<file path="src/design/bffa_pkg.sv">
// Shared types and constants for the bitmap first-fit allocator.
// Request/response payload structs, status and command codes, widths.
// No dependencies.
package bffa_pkg;

    localparam int MAX_CHUNKS_DEF = 256;
    localparam int CHUNK_BYTES    = 16;
    localparam int CHUNK_SHIFT    = $clog2(CHUNK_BYTES);
    localparam int HDR_BYTES      = 4;

    localparam int REQ_W    = 13;
    localparam int OFF_W    = 12;
    localparam int CFG_W    = 9;
    localparam int NEED_W   = REQ_W + 1 - CHUNK_SHIFT;
    localparam int OSTART_W = OFF_W - CHUNK_SHIFT;

    localparam logic [CFG_W-1:0] CFG_RESET = CFG_W'(256);

    typedef enum logic {
        CMD_ALLOC = 1'b0,
        CMD_FREE  = 1'b1
    } t_cmd;

    typedef enum logic [1:0] {
        ST_OK       = 2'd0,
        ST_ZERO     = 2'd1,
        ST_NO_RUN   = 2'd2,
        ST_BAD_FREE = 2'd3
    } t_status;

    typedef struct packed {
        t_cmd             cmd;
        logic [REQ_W-1:0] request_bytes;
        logic [OFF_W-1:0] release_offset;
    } t_req;

    typedef struct packed {
        t_status          status;
        logic [OFF_W-1:0] grant_offset;
    } t_rsp;

endpackage

</file>
<file path="src/design/bffa_cell.sv">
// One chunk of the allocator pool: used bit, run-start mark and run length.
// Passes the scan token to its neighbor each cycle. Depends on bffa_pkg.
module bffa_cell #(
    parameter int IDX = 0,
    parameter int IW  = 8,
    parameter int CW  = 9,
    parameter int EW  = 10
) (
    input  logic          i_clk,
    input  logic          i_rst_n,
    input  bffa_pkg::t_cmd i_cmd,
    input  logic [CW-1:0] i_need,
    input  logic [CW-1:0] i_count,
    input  logic [IW-1:0] i_target,
    input  logic          i_found,
    input  logic [CW-1:0] i_run,
    input  logic [IW-1:0] i_start,
    output logic          o_found,
    output logic [CW-1:0] o_run,
    output logic [IW-1:0] o_start,
    input  logic          i_upd_set,
    input  logic          i_upd_clr,
    input  logic [IW-1:0] i_upd_start,
    input  logic [EW-1:0] i_upd_end,
    input  logic [CW-1:0] i_upd_len
);
    import bffa_pkg::*;

    localparam logic [IW-1:0] IDX_I  = IW'(IDX);
    localparam logic [IW-1:0] NEXT_I = IW'(IDX + 1);
    localparam logic [CW-1:0] IDX_C  = CW'(IDX);
    localparam logic [EW-1:0] IDX_E  = EW'(IDX);

    logic          r_used, n_used;
    logic          r_mark, n_mark;
    logic [CW-1:0] r_len;
    logic          r_found, n_found;
    logic [CW-1:0] r_run, n_run;
    logic [IW-1:0] r_start, n_start;
    logic          in_range;
    logic          at_start;
    logic [CW-1:0] run_inc;

    assign run_inc  = i_run + CW'(1);
    assign in_range = (IDX_I >= i_upd_start) && (IDX_E < i_upd_end);
    assign at_start = (IDX_I == i_upd_start);

    // token step
    always_comb begin
        n_found = i_found;
        n_run   = i_run;
        n_start = i_start;
        if (i_cmd == CMD_ALLOC) begin
            if (!i_found) begin
                if (r_used || (IDX_C >= i_count)) begin
                    // blocked: restart the run just past this chunk
                    n_run   = '0;
                    n_start = NEXT_I;
                end else begin
                    n_run   = run_inc;
                    n_found = (run_inc == i_need);
                end
            end
        end else begin
            if ((IDX_I == i_target) && r_mark) begin
                n_found = 1'b1;
                n_run   = r_len;
            end
        end
    end

    always_comb begin
        n_used = r_used;
        n_mark = r_mark;
        if (i_upd_set) begin
            n_used = r_used | in_range;
            n_mark = r_mark | at_start;
        end else if (i_upd_clr) begin
            n_used = r_used & ~in_range;
            n_mark = r_mark & ~at_start;
        end
    end

    always_ff @(posedge i_clk) begin
        if (!i_rst_n) begin
            r_used <= 1'b0;
            r_mark <= 1'b0;
        end else begin
            r_used <= n_used;
            r_mark <= n_mark;
        end
    end

    always_ff @(posedge i_clk) begin
        r_found <= n_found;
        r_run   <= n_run;
        r_start <= n_start;
        if (i_upd_set && at_start) begin
            r_len <= i_upd_len;
        end
    end

    assign o_found = r_found;
    assign o_run   = r_run;
    assign o_start = r_start;

endmodule

</file>
<file path="config.mk">
export PLATFORM = sky130hd
export DESIGN_NAME = bffa_cell
export DESIGN_NICKNAME = d
export VERILOG_FILES = /design/src/design/bffa_pkg.sv /design/src/design/bffa_cell.sv
export SDC_FILE = /design/constraint.sdc
export NUM_CORES = 1
export LEC_CHECK = 0
export ABC_AREA = 1
export BUFFER_PORTS_ARGS = -buffer_cell sky130_fd_sc_hd__clkbuf_2
export CAP_MARGIN = 10
export CORE_ASPECT_RATIO = 0.6
export CORE_MARGIN = 2
export CORE_UTILIZATION = 46
export CTS_BUF_LIST = sky130_fd_sc_hd__clkbuf_16
export CTS_CLUSTER_SIZE = 30
export DETAILED_ROUTE_END_ITERATION = 6
export PLACE_DENSITY = 0.84
export SETUP_SLACK_MARGIN = 0.4
export SYNTH_ARGS = -nofsm -noshare
export SYNTH_HDL_FRONTEND = slang
export SYNTH_SLANG_ARGS = --single-unit
</file>
<file path="constraint.sdc">
create_clock -name i_clk -period 2.2 [get_ports i_clk]
set_input_delay 0.22 -clock i_clk [delete_from_list [all_inputs] [get_ports i_clk]]
set_output_delay 0.22 -clock i_clk [all_outputs]
set_load 0.1 [all_outputs]
</file>
==> impl_metrics.yaml <==
detailed_routing:
  avgViaCountPerCell: 4.798
  drc: 0
  wl_per_cell_um: 11.28
  first_pass_iters: 4
  drt_wl_total_um: 4253
  drt_iter0_drc: 67
  postRouteAntennaNets: 0
  num_vias: 1809
synthesis:
  synth-edff-count: 9
  async_flop_share_pct: 0
  synth_area_um2: 1565
  synth_cell_type_count: 21
  syn-num-nets: 310
  synthTopCellsByCount: "63 x nand2_1, 40 x nor2_1, 32 x inv_1"
  ys_ff_latch: 29
  synthTopCellsByArea: "dfxtp_1 26%, edfxtp_1 17%, nand2_1 15%"
  synth_top_cell_area_share_pct: 25.58
  synth.most_common_cell: "nand2_1"
  avgSynthCellArea_um2: 6.718
  syn_inst: 233
  yosysTopAreaCell: "dfxtp_1"
  synth_seq_area_share_pct: 42.85
  synth_ff_type: "dfxtp_1"
  yosys_warnings: 0
timing:
  finalSetupViolations: 0
  worst_slack_ns: 0.8135
  maxSlewViolCount: 0
  tightestPinTransition_ns: 0.5471
  holdWs_ns: 0.1241
  skew_ns: 0.004821
  period_needed_ns: 1.386
  fin_tns_setup_ns: 0
  max-slew-margin-rel_pct: 63.68
  finalCritPeriodShare_pct: 63.02
  fmax_mhz: 721.3
  rsz0062_at_grt: "no"
  hold_violations: 0
place:
  io_buffers: 93
  dpl_cell_area_um2: 2081
  hpwl_um: 3475
  dp_cells: 369
  place_congestion: 0.8994
  post-place-ws_ns: 0.7386
pwr:
  power.density_nw_per_um2: 722.6
  finalPower_mw: 1.603
  ir_drop_v: 0.0005093
  leakage_nw: 1.206
setup_path:
  required_ns: 2.36
  critPathLaunchType: "register"
  arrival_ns: 1.55
  critPathKind: "reg -> reg"
  cp-end-kind: "register"
  path_max_fanout: 8
clocking:
  path_clk_slew_ns: 0.05
  cts_root_buf: "clkbuf_16"
  cts_setup_buffers: 0
  clock_path_buffers: 2
  cts_tree: "yes"
  ctsResizeCount: 0
  clk_latency_ns: 0.27
  cts_htree_levels: 2
  postCtsHoldBufs: 0
  clkSinkCount: 29
  numCtsBuffers: 5
grt:
  grt_antenna_before_repair: 0
  grt_pass1_wl_um: 6927
  grt_usage_pct: 23.46
  grt_max_degree: 17
  first_global_vias: 1677
  overflow: 0
cells_and_area:
  fin_cells: 377
  drive_gt1_share_pct: 32.23
  n_antenna_cell: 0
  final_cell_area_um2: 2218
  final_util_pct: 67.98
  nets: 408
  areaGrowthSynthToFinish_pct: 41.73
floorplanning:
  io_pins: 94
  num_rows: 16
  core_um2: 3263
  start_util_pct: 47.97
  dieArea_um2: 3901
  die_width_um: 79.31
  dieHeight_um: 49.19
status:
  status: "finished, final reports clean"
worst_hold_path:
  hold_class: "in -> reg"
flow_run:
  max_cap_viol_count: 0
[kinds of logic (layout without fill, tap and decap cells)]
family	Yosys count	count (layout)	share of synthesized area [%]
AND/OR/NAND/NOR	135	135	36.45
AO/OA/AOI/OAI	33	33	11.35
buffers and inverters	35	134	8.553
flip-flops	29	29	42.85
adder cells (fa/ha/maj)	1	1	0.7992
[worst max-delay path, cell delays in order (launching register included)]
cell and delay [ns]:
dfxtp_1 0.33, inv_1 0.04, nor2_1 0.07, nand3_1 0.07
nor2_1 0.22, inv_1 0.21, nand2_1 0.10, nand2_1 0.05
a21oi_1 0.12, a21oi_1 0.06
[sequential cells by signal, summed over array words and instances, names as in the netlist, named ones only]
name     count
r_len        9
o_start      8
o_found      1
o_run        9
[final timing paths]
| path | startpoint | endpoint | slack, ns | depth (start not counted) |
|---|---|---|---|---|
| min reg2reg | register | register | 0.46 | 2 |
| max | register | o_run[5]$_DFF_P_ | 0.81 | 9 |
| max reg2reg | register | o_run[5]$_DFF_P_ | 0.81 | 9 |
| min | i_upd_len[4] | r_len[4]$_DFFE_PP_ | 0.12 | 1 |
[power breakdown]
part           switching, mW  internal [mW]  leakage, nW
Combinational          0.284          0.105        0.888
Clock                  0.223          0.407       0.0687
Sequential           0.00688          0.577        0.249
[placed cells by master, fill, tap and decap left out]
master and instances:
a22oi_1 2, and2_1 1, nand2_1 63, o21ai_0 8, nand2_2 1, nand3b_1 2, nor2_4 1, a21oi_1 20
dfxtp_1 20, clkinv_2 1, o211ai_1 1, clkbuf_16 5, or2_2 4, o21bai_1 2, edfxtp_1 9, clkbuf_2 93
nor3_1 3, clkinv_1 2, nand3_2 1, nand3_1 19, inv_1 32, buf_4 1, ha_1 1, nor2_1 40
[layer usage]
metal / GRT usage, % / up-vias / share of wire [%]
li1: - / 939 / -
met1: 28.96 / 771 / 42
met2: 39.55 / 93 / 46
met3: 7.407 / 6 / 12
met4: 6.897 / 0 / 0.80
met5: 0 / - / 0
[final cells by class]
cell class / count / area [um^2]
well taps: 45 / 56.30
repair buffers: 94 / 473.0
clock buffers: 5 / 125.1
multi-input cells: 169 / 760.7
inverters: 32 / 120.1
flip-flops and latches: 29 / 670.6
fillers: 288 / 1045
clock inverters: 3 / 12.51
No activity file was read; power rests on OpenSTA's default activity.
